`src/hdl/mrs_pkg.sv`:
```
// ---------------------------------------------------------------------------
// mrs_pkg: shared types and constants of the motor run supervisor
// Register indexes, state codes, config, item and state structs and reset values.
// ---------------------------------------------------------------------------
package mrs_pkg;

    // Commutation geometry and tick length
    localparam int unsigned SECTORS  = 6;
    localparam int unsigned SECTOR_W = 3;
    localparam logic [15:0] TICK_US  = 16'd1000;

    // Run state codes
    localparam logic [1:0] ST_STOP  = 2'd0;
    localparam logic [1:0] ST_FAULT = 2'd1;
    localparam logic [1:0] ST_RUN   = 2'd2;

    // Fault codes
    localparam logic [1:0] FLT_NONE   = 2'd0;
    localparam logic [1:0] FLT_DUTY   = 2'd1;
    localparam logic [1:0] FLT_WINDOW = 2'd2;
    localparam logic [1:0] FLT_BRIDGE = 2'd3;

    // Host request codes
    localparam logic [1:0] REQ_RUN  = 2'd1;
    localparam logic [1:0] REQ_STOP = 2'd2;

    // Drive modes
    localparam logic [1:0] DRIVE_STEP = 2'd0;

    // Register indexes
    localparam logic [1:0] REG_ARM_KEY  = 2'd0;
    localparam logic [1:0] REG_DUTY_CEIL = 2'd1;
    localparam logic [1:0] REG_STEP_PER = 2'd2;
    localparam logic [1:0] REG_DRIVE    = 2'd3;

    // Register reset values
    localparam logic [31:0] ARM_KEY_RST   = 32'hA5A5_A5A5;
    localparam logic [9:0]  DUTY_CEIL_RST = 10'd1000;
    localparam logic [15:0] STEP_PER_RST  = 16'd10000;
    localparam logic [1:0]  DRIVE_RST     = DRIVE_STEP;

    typedef struct packed {
        logic [31:0] arm_key_value;
        logic [9:0]  duty_ceiling;
        logic [15:0] step_period_us;
        logic [1:0]  drive_mode;
    } cfg_t;

    typedef struct packed {
        logic [31:0] key_word;
        logic [1:0]  request_code;
        logic [31:0] sequence_req;
        logic [15:0] duty_request;
        logic [31:0] run_window_ms;
        logic        bridge_on_feedback;
    } item_t;

    typedef struct packed {
        logic [1:0]          mode;
        logic [1:0]          fault;
        logic [31:0]         run_count;
        logic [31:0]         run_limit;
        logic [SECTOR_W-1:0] sector;
        logic [15:0]         step_timer;
        logic [31:0]         active_tag;
        logic [31:0]         ack;
        logic                capture_armed;
        logic [31:0]         step_total;
        logic [9:0]          duty;
        logic [31:0]         tick_total;
        logic                enable;
    } state_t;

endpackage

```
`src/hdl/motor_run_supervisor.sv`:
```
// ---------------------------------------------------------------------------
// motor_run_supervisor: motor bridge run supervisor, one item per 1 ms tick
// Input register, combinational tick update, status held in the state register.
// ---------------------------------------------------------------------------
// Each transfer on the input channel is one 1 ms tick and produces exactly one
// status transfer. The block sustains one tick per clock cycle while out_ready
// is high: a tick is captured in the input register, and then the combinational
// next-state logic updates the supervisor state, which is itself the status
// presented on the output ports. While the status waits for out_ready, one
// more tick can be held in the input register. Configuration writes are
// accepted at any time, and should be made only while no tick is in flight.
module motor_run_supervisor
(
    input  logic        clk,
    input  logic        rst_n,
    // Configuration write channel
    input  logic        cfg_valid,
    output logic        cfg_ready,
    input  logic [1:0]  cfg_index,
    input  logic [31:0] cfg_data,
    // Tick input channel
    input  logic        in_valid,
    output logic        in_ready,
    input  logic [31:0] key_word,
    input  logic [1:0]  request_code,
    input  logic [31:0] sequence_req,
    input  logic [15:0] duty_request,
    input  logic [31:0] run_window_ms,
    input  logic        bridge_on_feedback,
    // Status output channel
    output logic        out_valid,
    input  logic        out_ready,
    output logic [1:0]  run_state,
    output logic [1:0]  fault_code,
    output logic [2:0]  sector_now,
    output logic [31:0] elapsed_ms,
    output logic [9:0]  duty_applied,
    output logic [31:0] step_count,
    output logic        bridge_enable,
    output logic [31:0] acked_sequence,
    output logic [31:0] uptime,
    output logic        capture_pulse,
    output logic [31:0] capture_tag
);
    import mrs_pkg::*;

    cfg_t   cfg;
    item_t  item_reg;
    logic   item_valid_reg;
    logic   item_valid_next;
    state_t state_reg;
    state_t state_next;
    logic   pulse_reg;
    logic   pulse_next;
    logic   out_valid_reg;
    logic   out_valid_next;
    logic   advance;

    // Configuration registers
    mrs_cfg_regs u_cfg
    (
        .clk       (clk),
        .rst_n     (rst_n),
        .cfg_valid (cfg_valid),
        .cfg_ready (cfg_ready),
        .cfg_index (cfg_index),
        .cfg_data  (cfg_data),
        .cfg       (cfg)
    );

    // Tick update logic
    mrs_tick_logic u_tick
    (
        .cfg   (cfg),
        .item  (item_reg),
        .cur   (state_reg),
        .nxt   (state_next),
        .pulse (pulse_next)
    );

    // Handshake: a tick moves on when the status slot is free or being taken
    assign advance         = item_valid_reg && (!out_valid_reg || out_ready);
    assign in_ready        = !item_valid_reg || advance;
    assign item_valid_next = (in_valid && in_ready) ? 1'b1 :
                             (advance ? 1'b0 : item_valid_reg);
    assign out_valid_next  = advance ? 1'b1 :
                             (out_ready ? 1'b0 : out_valid_reg);

    // Input register
    always_ff @(posedge clk)
    begin
        if (in_valid && in_ready)
        begin
            item_reg.key_word           <= key_word;
            item_reg.request_code       <= request_code;
            item_reg.sequence_req       <= sequence_req;
            item_reg.duty_request       <= duty_request;
            item_reg.run_window_ms      <= run_window_ms;
            item_reg.bridge_on_feedback <= bridge_on_feedback;
        end
    end

    // Control and supervisor state; all-zero state is stopped
    always_ff @(posedge clk or negedge rst_n)
    begin
        if (!rst_n)
        begin
            item_valid_reg <= 1'b0;
            out_valid_reg  <= 1'b0;
            pulse_reg      <= 1'b0;
            state_reg      <= '0;
        end
        else
        begin
            item_valid_reg <= item_valid_next;
            out_valid_reg  <= out_valid_next;
            if (advance)
            begin
                state_reg <= state_next;
                pulse_reg <= pulse_next;
            end
        end
    end

    // Status ports
    assign out_valid      = out_valid_reg;
    assign run_state      = state_reg.mode;
    assign fault_code     = state_reg.fault;
    assign sector_now     = state_reg.sector;
    assign elapsed_ms     = state_reg.run_count;
    assign duty_applied   = state_reg.duty;
    assign step_count     = state_reg.step_total;
    assign bridge_enable  = state_reg.enable;
    assign acked_sequence = state_reg.ack;
    assign uptime         = state_reg.tick_total;
    assign capture_pulse  = pulse_reg;
    assign capture_tag    = state_reg.active_tag;

endmodule

```
`src/hdl/mrs_cfg_regs.sv`:
```
// ---------------------------------------------------------------------------
// mrs_cfg_regs: configuration register file
// Holds key, duty ceiling, step period and drive mode; one write per transfer.
// ---------------------------------------------------------------------------
module mrs_cfg_regs
(
    input  logic          clk,
    input  logic          rst_n,
    input  logic          cfg_valid,
    output logic          cfg_ready,
    input  logic [1:0]    cfg_index,
    input  logic [31:0]   cfg_data,
    output mrs_pkg::cfg_t cfg
);
    import mrs_pkg::*;

    cfg_t cfg_reg;
    cfg_t cfg_next;

    // Writes never stall
    assign cfg_ready = 1'b1;

    // Register decode
    always_comb
    begin
        cfg_next = cfg_reg;
        if (cfg_valid)
        begin
            case (cfg_index)
                REG_ARM_KEY:   cfg_next.arm_key_value  = cfg_data;
                REG_DUTY_CEIL: cfg_next.duty_ceiling   = cfg_data[9:0];
                REG_STEP_PER:  cfg_next.step_period_us = cfg_data[15:0];
                REG_DRIVE:     cfg_next.drive_mode     = cfg_data[1:0];
                default:       cfg_next = cfg_reg;
            endcase
        end
    end

    always_ff @(posedge clk or negedge rst_n)
    begin
        if (!rst_n)
        begin
            cfg_reg.arm_key_value  <= ARM_KEY_RST;
            cfg_reg.duty_ceiling   <= DUTY_CEIL_RST;
            cfg_reg.step_period_us <= STEP_PER_RST;
            cfg_reg.drive_mode     <= DRIVE_RST;
        end
        else
        begin
            cfg_reg <= cfg_next;
        end
    end

    assign cfg = cfg_reg;

endmodule

```
`src/hdl/mrs_tick_logic.sv`:
```
// ---------------------------------------------------------------------------
// mrs_tick_logic: next-state logic for one 1 ms tick
// Start checks, run bookkeeping, sector stepping and stop/fault handling.
// ---------------------------------------------------------------------------
module mrs_tick_logic
(
    input  mrs_pkg::cfg_t   cfg,
    input  mrs_pkg::item_t  item,
    input  mrs_pkg::state_t cur,
    output mrs_pkg::state_t nxt,
    output logic            pulse
);
    import mrs_pkg::*;

    logic        armed;
    logic        halt;
    logic [1:0]  halt_code;
    logic [15:0] period;
    logic [16:0] acc;

    // Step period floors at one tick
    assign period = (cfg.step_period_us < TICK_US) ? TICK_US : cfg.step_period_us;
    assign armed  = (item.key_word == cfg.arm_key_value);

    always_comb
    begin
        nxt        = cur;
        pulse      = 1'b0;
        halt       = 1'b0;
        halt_code  = FLT_NONE;
        acc        = {1'b0, cur.step_timer} + {1'b0, TICK_US};

        nxt.tick_total = cur.tick_total + 32'd1;

        if (cur.mode != ST_RUN)
        begin
            // Start request from stopped or fault
            if (armed && item.request_code == REQ_RUN &&
                item.sequence_req != cur.ack && item.sequence_req != 32'd0)
            begin
                nxt.active_tag = item.sequence_req;
                if (item.duty_request > {6'd0, cfg.duty_ceiling})
                begin
                    halt      = 1'b1;
                    halt_code = FLT_DUTY;
                end
                else if (item.run_window_ms == 32'd0)
                begin
                    halt      = 1'b1;
                    halt_code = FLT_WINDOW;
                end
                else
                begin
                    nxt.run_limit     = item.run_window_ms;
                    nxt.run_count     = 32'd0;
                    nxt.sector        = '0;
                    nxt.step_timer    = 16'd0;
                    nxt.duty          = item.duty_request[9:0];
                    nxt.fault         = FLT_NONE;
                    nxt.step_total    = 32'd0;
                    nxt.enable        = 1'b1;
                    nxt.mode          = ST_RUN;
                    nxt.capture_armed = 1'b1;
                end
            end
        end
        else if (!armed || item.request_code == REQ_STOP)
        begin
            halt = 1'b1;
        end
        else if (!item.bridge_on_feedback)
        begin
            halt      = 1'b1;
            halt_code = FLT_BRIDGE;
        end
        else
        begin
            nxt.run_count = cur.run_count + 32'd1;

            // At most one sector step per tick, remainder carries
            if (cfg.drive_mode == DRIVE_STEP)
            begin
                if (acc >= {1'b0, period})
                begin
                    acc            = acc - {1'b0, period};
                    nxt.sector     = (cur.sector == SECTOR_W'(SECTORS - 1)) ?
                                     '0 : cur.sector + SECTOR_W'(1);
                    nxt.step_total = cur.step_total + 32'd1;
                end
                nxt.step_timer = acc[15:0];
            end

            // Capture pulse on first running tick
            if (cur.capture_armed)
            begin
                nxt.capture_armed = 1'b0;
                pulse             = 1'b1;
            end

            if (nxt.run_count >= cur.run_limit)
            begin
                halt = 1'b1;
            end
        end

        // Stop or fault: drop the bridge and acknowledge
        if (halt)
        begin
            nxt.enable        = 1'b0;
            nxt.duty          = 10'd0;
            nxt.capture_armed = 1'b0;
            nxt.run_count     = 32'd0;
            nxt.run_limit     = 32'd0;
            nxt.fault         = halt_code;
            nxt.mode          = (halt_code == FLT_NONE) ? ST_STOP : ST_FAULT;
            nxt.ack           = nxt.active_tag;
        end
    end

endmodule

```
`config.mk`:
```
export PLATFORM = sky130hd
export DESIGN_NAME = motor_run_supervisor
export DESIGN_NICKNAME = d
export VERILOG_FILES = /design/src/hdl/mrs_pkg.sv /design/src/hdl/motor_run_supervisor.sv /design/src/hdl/mrs_cfg_regs.sv /design/src/hdl/mrs_tick_logic.sv
export SDC_FILE = /design/constraint.sdc
export NUM_CORES = 1
export LEC_CHECK = 0
export ABC_AREA = 1
export BUFFER_PORTS_ARGS = -buffer_cell sky130_fd_sc_hd__buf_2
export CORE_ASPECT_RATIO = 2
export CORE_MARGIN = 1
export CORE_UTILIZATION = 55
export CTS_BUF_LIST = sky130_fd_sc_hd__clkbuf_4 sky130_fd_sc_hd__clkbuf_8
export DETAILED_ROUTE_END_ITERATION = 16
export PLACE_DENSITY_LB_ADDON = 0.05
export REMOVE_ABC_BUFFERS = 1
export SYNTH_ARGS = -nofsm -noshare
export SYNTH_HDL_FRONTEND = slang
export SYNTH_HIERARCHICAL = 1
export SYNTH_SLANG_ARGS = --single-unit
```
`constraint.sdc`:
```
create_clock -name clk -period 7.95 [get_ports clk]
set_clock_uncertainty 0.2 [all_clocks]
set_input_delay 1.1925 -clock clk [delete_from_list [all_inputs] [get_ports clk]]
set_output_delay 1.1925 -clock clk [all_outputs]
set_load 0.02 [all_outputs]
```
After elaboration in Yosys (flattened, before gate mapping)

Index checks and enable logic that the tools add are counted.

Input port bits: 154
Output and inout bits: 182
Register bits after elaboration: 405

Reductions and logical operators: 33
Equal/unequal tests: 19
Multiplexer cells: 56
Add/subtract/negate cells: 6
Order comparisons: 4

Operators by type and width:

| cell                     | number |
|---|---|
| $mux W32                 | 7 |
| $mux W87                 | 2 |
| $mux W43                 | 3 |
| $mux W119                | 1 |
| $mux W33                 | 3 |
| $add A32 B1 Y32 const B  | 3 |
| $mux W19                 | 4 |
| $mux W68                 | 1 |
| $eq A32 B32 Y1           | 1 |
| $ge A32 B32 Y1           | 1 |
| $logic_not A32 Y1        | 1 |
| $mux W16                 | 2 |
| $ne A32 B32 Y1           | 1 |
| $reduce_bool A32 Y1      | 1 |
| $mux W1                  | 22 |
| $mux W10                 | 2 |
| $add A16 B10 Y17 const B | 1 |
| $ge A17 B16 Y1           | 1 |
| $gt A16 B10 Y1           | 1 |
| $lt A16 B10 Y1 const B   | 1 |
| $sub A16 B16 Y16         | 1 |
| $reduce_bool A2 Y1       | 7 |
| $mux W2                  | 6 |
| $reduce_and A2 Y1        | 5 |
| 19 further kinds         | 40 |

Logic depth before layout (Yosys ltp)

Depth after elaboration: 9
Mapped depth: 27
Gate-level depth less buffers: 25

Cells and area by module

The synthesis kept the hierarchy.

Modules (own cells, without submodules):

| module               | area each (um^2) | sequential area each (um^2) | cells each | times used |
|---|---|---|---|---|
| motor_run_supervisor | 13852.0          | 9208.8                      | 1290       | 1 |
| mrs_tick_logic       | 9908.3           | 0.0                         | 2095       | 1 |
| mrs_cfg_regs         | 2544.9           | 1535.2                      | 269        | 1 |

Worst setup path before layout

OpenSTA, ideal clock, no wires.

Kind: input -> register
Start: input port out_ready
End: register item_reg[0] in the netlist's numbering (enable)
Stages: 4
Path buffers: 0
Setup slack: 3.490 ns
Arrival time: 3.792 ns
Library setup time: 0.468 ns
Cell sequence: inv_1 -> nand3_1 -> nand2_1 -> inv_1

Word-level cells in the longest chain between the ends: 4

Ends and longest elaborated chain:

| item                | RTL line                   | text |
|---|---|---|
| from (decl)         | motor_run_supervisor.sv:32 | `input logic out_ready,` |
| $logic_or A1 B1 Y1  | motor_run_supervisor.sv:82 | `assign advance = item_valid_reg && (!out_valid_reg \|\| out_ready);` |
| $logic_and A1 B1 Y1 | motor_run_supervisor.sv:82 |  |
| $logic_or A1 B1 Y1  | motor_run_supervisor.sv:83 | `assign in_ready = !item_valid_reg \|\| advance;` |
| via in_ready        | motor_run_supervisor.sv:23 | `output logic in_ready,` |
| $logic_and A1 B1 Y1 | motor_run_supervisor.sv:92 | `if (in_valid && in_ready)` |
| to (decl)           | motor_run_supervisor.sv:48 | `item_t item_reg;` |

The timed path passes the listed nets, and every way through them passes these cells.
A chain may end at the register's enable or synchronous reset.

==> impl_metrics.py <==
metrics = {
    "sta": {
        "final_period_minus_worst_setup_slack_ns": 5.68,
        "report.final.setup_viol": 0,
        "smallest_hold_slack_ns": 0.264,
        "fmaxAchievable_ghz": 0.176,
        "fin_tns_setup_ns": 0,
        "setup_ws_ns": 2.27,
        "timing.final.max_slew_violations": 0,
        "worst_slew_margin_rel": 0.288,
        "worst_pin_slew_ns": 1.07,
        "final.period_utilization": 0.715,
        "grt_setup_unrepaired": "no",
        "hold_violations": 0,
    },
    "clocking": {
        "cts_tree": "built",
        "postCtsHoldBufs": 0,
        "clk_latency_ns": 0.64,
        "post_cts.resized_instances": 0,
        "cts_setup_buffers": 0,
        "ctsLongestPathBuffers": 3,
        "cts_buf_count": 66,
        "clk_root_buffer_cell": "sky130_fd_sc_hd__clkbuf_8",
        "worst_setup_hold_path_clk_slew_ns": 0.06,
        "cts_num_sinks": 405,
        "cts_htree_levels": 3,
    },
    "worst_setup_path": {
        "reg2reg_slack_ns": 2.27,
        "critical_path.startpoint_type": "register",
        "r2r-end": "elapsed_ms[0]",
        "endpoint_kind": "register",
        "setup.worst_path.class": "register to register",
        "timing.critical_path.fanout_max": 78,
        "worst_path_required_ns": 8.26,
        "timing.rr.start": "elapsed_ms[8]",
        "r2r.worst_path.cells": 23,
        "critical_path_arrival_ns": 5.99,
    },
    "power_and_ir_drop": {
        "sw_share": 0.302,
        "switching_power_mw": 1.50,
        "peakVddDrop_mv": 0.172,
        "clkPwrFrac": 0.379,
        "pwr_density_cell_nw_per_um2": 177,
        "power.sequential.fraction": 0.478,
        "p_comb_frac": 0.143,
        "power.leakage_nw": 15.2,
        "total_power_mw": 4.98,
        "cellInternalPower_mw": 3.48,
    },
    "worst_hold_path": {
        "min_delay_worst_endpoint": "u_cfg/cfg[23]",
        "worstHoldStart": "u_cfg/cfg[23]",
        "holdCritPathClass": "register to register",
        "worst_hold_depth": 2,
    },
    "die": {
        "design.die.area_um2": 48800,
        "initial_core_util": 0.555,
        "floorplan.io_pins": 336,
        "core_area_um2": 47400,
        "die-width_um": 157,
        "die_height_um": 311,
        "std_cell_rows": 113,
    },
    "placed_design": {
        "pre_cts_slack_ns": 2.59,
        "detailed_place_hpwl_um": 53600,
        "placed_cells_incl_taps": 4303,
        "routabilityCongestion": 1.08,
        "port_buffers": 334,
    },
    "drt": {
        "vias_post_dr": 24002,
        "detail_route.drc_violations": 0,
        "drtPass1Iterations": 6,
        "totalWireLength_um": 78700,
        "drt-initial-drc-count": 1900,
        "ant_nets": 0,
        "via_per_inst": 5.41,
        "wire_per_inst_um": 17.7,
    },
    "synth": {
        "asyncSetResetFlopFracSynth": 0.716,
        "seq_area_frac_synth": 0.408,
        "syn_area_um2": 26300,
        "synth_seq_cells": 405,
        "ranking_of_synthesized_cells_by_area": "sky130_fd_sc_hd__dfrtp_1 (25%), sky130_fd_sc_hd__nand2_1 (20%), sky130_fd_sc_hd__edfxtp_1 (13%), sky130_fd_sc_hd__nand3_1 (8.7%), sky130_fd_sc_hd__buf_4 (5.7%)",
        "synth_cell_types": 50,
        "syn-mean-instance-area_um2": 7.20,
        "synth_enable_flop_cells": 115,
        "yosysWarnings": 6,
        "post-synth-top-count-cell": "sky130_fd_sc_hd__nand2_1",
        "synth.largest_area_cell": "sky130_fd_sc_hd__dfrtp_1",
        "syn-instance-count": 3654,
        "ys_top_cells_by_count": "sky130_fd_sc_hd__nand2_1 (1380), sky130_fd_sc_hd__nand3_1 (456), sky130_fd_sc_hd__inv_1 (316), sky130_fd_sc_hd__dfrtp_1 (263), sky130_fd_sc_hd__nor2_1 (255)",
        "yosys.area.top_type_share": 0.250,
        "synth-main-ff-cell": "sky130_fd_sc_hd__dfrtp_1",
    },
    "run_status": {
        "status": "finished, final reports clean",
    },
    "finish": {
        "fraction_of_final_layout_cells_sized_beyond_drive_strength_1": 0.144,
        "final_cells": 4433,
        "filler_cell_count": 4581,
        "area_growth_syn_to_layout_pct": 6.84,
        "largest_reg_flops": 115,
        "final_net_count": 3956,
    },
    "global_route": {
        "globalRouteOverflowTotal": 0,
        "grt_max_degree": 157,
        "grt_antenna_before_repair": 17,
        "grt_first_pass_wirelength_um": 123000,
        "grt_pass1_vias": 23464,
        "grt_util_all_layers": 0.326,
    },
    "run": {
        "maxCapViolations": 0,
    },
}
[layer usage]
metal  global-route usage  part of all wire
met5                    0           0.00094
met4                0.227             0.070
met3               0.0697             0.070
met2                0.566              0.50
met1                0.346              0.36
[how the worst max path moves through the flow]
stage / slack [ns] / to / from
CTS: 2.54 / elapsed_ms[5] / elapsed_ms[8]
global route: 2.00 / acked_sequence[27] / elapsed_ms[0]
global placement: 2.64 / elapsed_ms[8] / elapsed_ms[8]
finish: 2.27 / elapsed_ms[0] / elapsed_ms[8]
detailed placement: 2.59 / duty_applied[0] / elapsed_ms[1]
floorplan: 0.22 / acked_sequence[0] / item_valid_reg
[critical path, stage by stage (launching register included)]
cell                      delay, ns
sky130_fd_sc_hd__dfrtp_1       0.52
sky130_fd_sc_hd__nand2_1       0.14
sky130_fd_sc_hd__nor3_1        0.44
sky130_fd_sc_hd__nand2_1       0.14
sky130_fd_sc_hd__nor2_1        0.51
sky130_fd_sc_hd__nand2_1       0.18
sky130_fd_sc_hd__xor2_1        0.23
sky130_fd_sc_hd__inv_1         0.07
sky130_fd_sc_hd__ha_1          0.27
sky130_fd_sc_hd__nand2_1       0.04
sky130_fd_sc_hd__inv_1         0.07
sky130_fd_sc_hd__nand4_1       0.18
sky130_fd_sc_hd__nor4_1        0.74
sky130_fd_sc_hd__nand2_1       0.12
sky130_fd_sc_hd__nand3_1       0.13
sky130_fd_sc_hd__nor2_1        0.05
sky130_fd_sc_hd__nand3_1       0.07
sky130_fd_sc_hd__buf_4         0.41
sky130_fd_sc_hd__nand2_2       0.12
sky130_fd_sc_hd__buf_4         0.45
sky130_fd_sc_hd__nand2_1       0.20
sky130_fd_sc_hd__inv_2         0.05
sky130_fd_sc_hd__nand3_1       0.08
sky130_fd_sc_hd__nand2_1       0.08
[power by group through the flow]
stage	combinational [mW]	sequential [mW]	clock, mW
after floorplan	0.403	2.43	0
after global placement	0.707	2.41	0
after detailed placement	0.716	2.42	0
after CTS	0.718	2.38	1.93
after global routing	0.797	2.39	2.02
final	0.713	2.38	1.89
[final cells by class]
| type | instances | area, um2 | area share |
|---|---|---|---|
| inverter | 332 | 1250 | 0.0444 |
| sequential | 405 | 10700 | 0.382 |
| tap | 632 | 791 | 0.0281 |
| multi-input combinational | 2579 | 12100 | 0.431 |
| antenna | 11 | 27.5 | 0.000979 |
| timing repair buffer | 355 | 1840 | 0.0654 |
| clock inverter | 18 | 97.6 | 0.00347 |
| clock buffer | 101 | 1230 | 0.0437 |
[cell families (layout without fill, tap and decap cells)]
kind of cell | Yosys count | in the layout | synth area share
XOR/XNOR | 107 | 107 | 0.0356
AO/OA/AOI/OAI | 155 | 155 | 0.0342
adder cells (fa/ha/maj) | 63 | 63 | 0.0303
other | 1 | 12 | 0.000143
AND/OR/NAND/NOR | 2253 | 2253 | 0.359
buffers and inverters | 670 | 806 | 0.132
flip-flops | 405 | 405 | 0.408
[placed cells by master (no fill, tap or decap), types with 3 or more instances in the layout]
cell type / count
sky130_fd_sc_hd__nand3b_1: 7
sky130_fd_sc_hd__o211ai_1: 37
sky130_fd_sc_hd__dfstp_2: 27
sky130_fd_sc_hd__xor2_1: 73
sky130_fd_sc_hd__nor2_2: 3
sky130_fd_sc_hd__ha_1: 62
sky130_fd_sc_hd__dfrtp_1: 262
sky130_fd_sc_hd__nand4_1: 56
sky130_fd_sc_hd__buf_2: 333
sky130_fd_sc_hd__a21o_1: 3
sky130_fd_sc_hd__nor4_1: 12
sky130_fd_sc_hd__diode_2: 11
sky130_fd_sc_hd__nor2_4: 6
sky130_fd_sc_hd__o21ai_0: 41
sky130_fd_sc_hd__edfxtp_1: 115
sky130_fd_sc_hd__nand2_1: 1380
sky130_fd_sc_hd__nand2_2: 3
sky130_fd_sc_hd__inv_2: 16
sky130_fd_sc_hd__buf_4: 21
sky130_fd_sc_hd__a21oi_1: 51
sky130_fd_sc_hd__o21ai_1: 12
sky130_fd_sc_hd__clkbuf_4: 26
sky130_fd_sc_hd__nor2_1: 254
sky130_fd_sc_hd__xnor2_1: 34
sky130_fd_sc_hd__nor3b_1: 3
sky130_fd_sc_hd__nand3_1: 456
sky130_fd_sc_hd__or2_2: 11
sky130_fd_sc_hd__clkinv_1: 7
sky130_fd_sc_hd__clkbuf_8: 75
sky130_fd_sc_hd__clkinvlp_4: 3
sky130_fd_sc_hd__inv_1: 314
sky130_fd_sc_hd__clkinv_2: 7
sky130_fd_sc_hd__nor3_1: 42
sky130_fd_sc_hd__a31oi_1: 4
[per-stage QoR]
stage	cell area [um2]	utilization
final	28100	0.593
after CTS	28100	0.593
after floorplan	24100	-
after global routing	28100	0.593
after detailed placement	26800	0.565
after global placement	26800	0.565
Power figures use the tool's default switching activity.
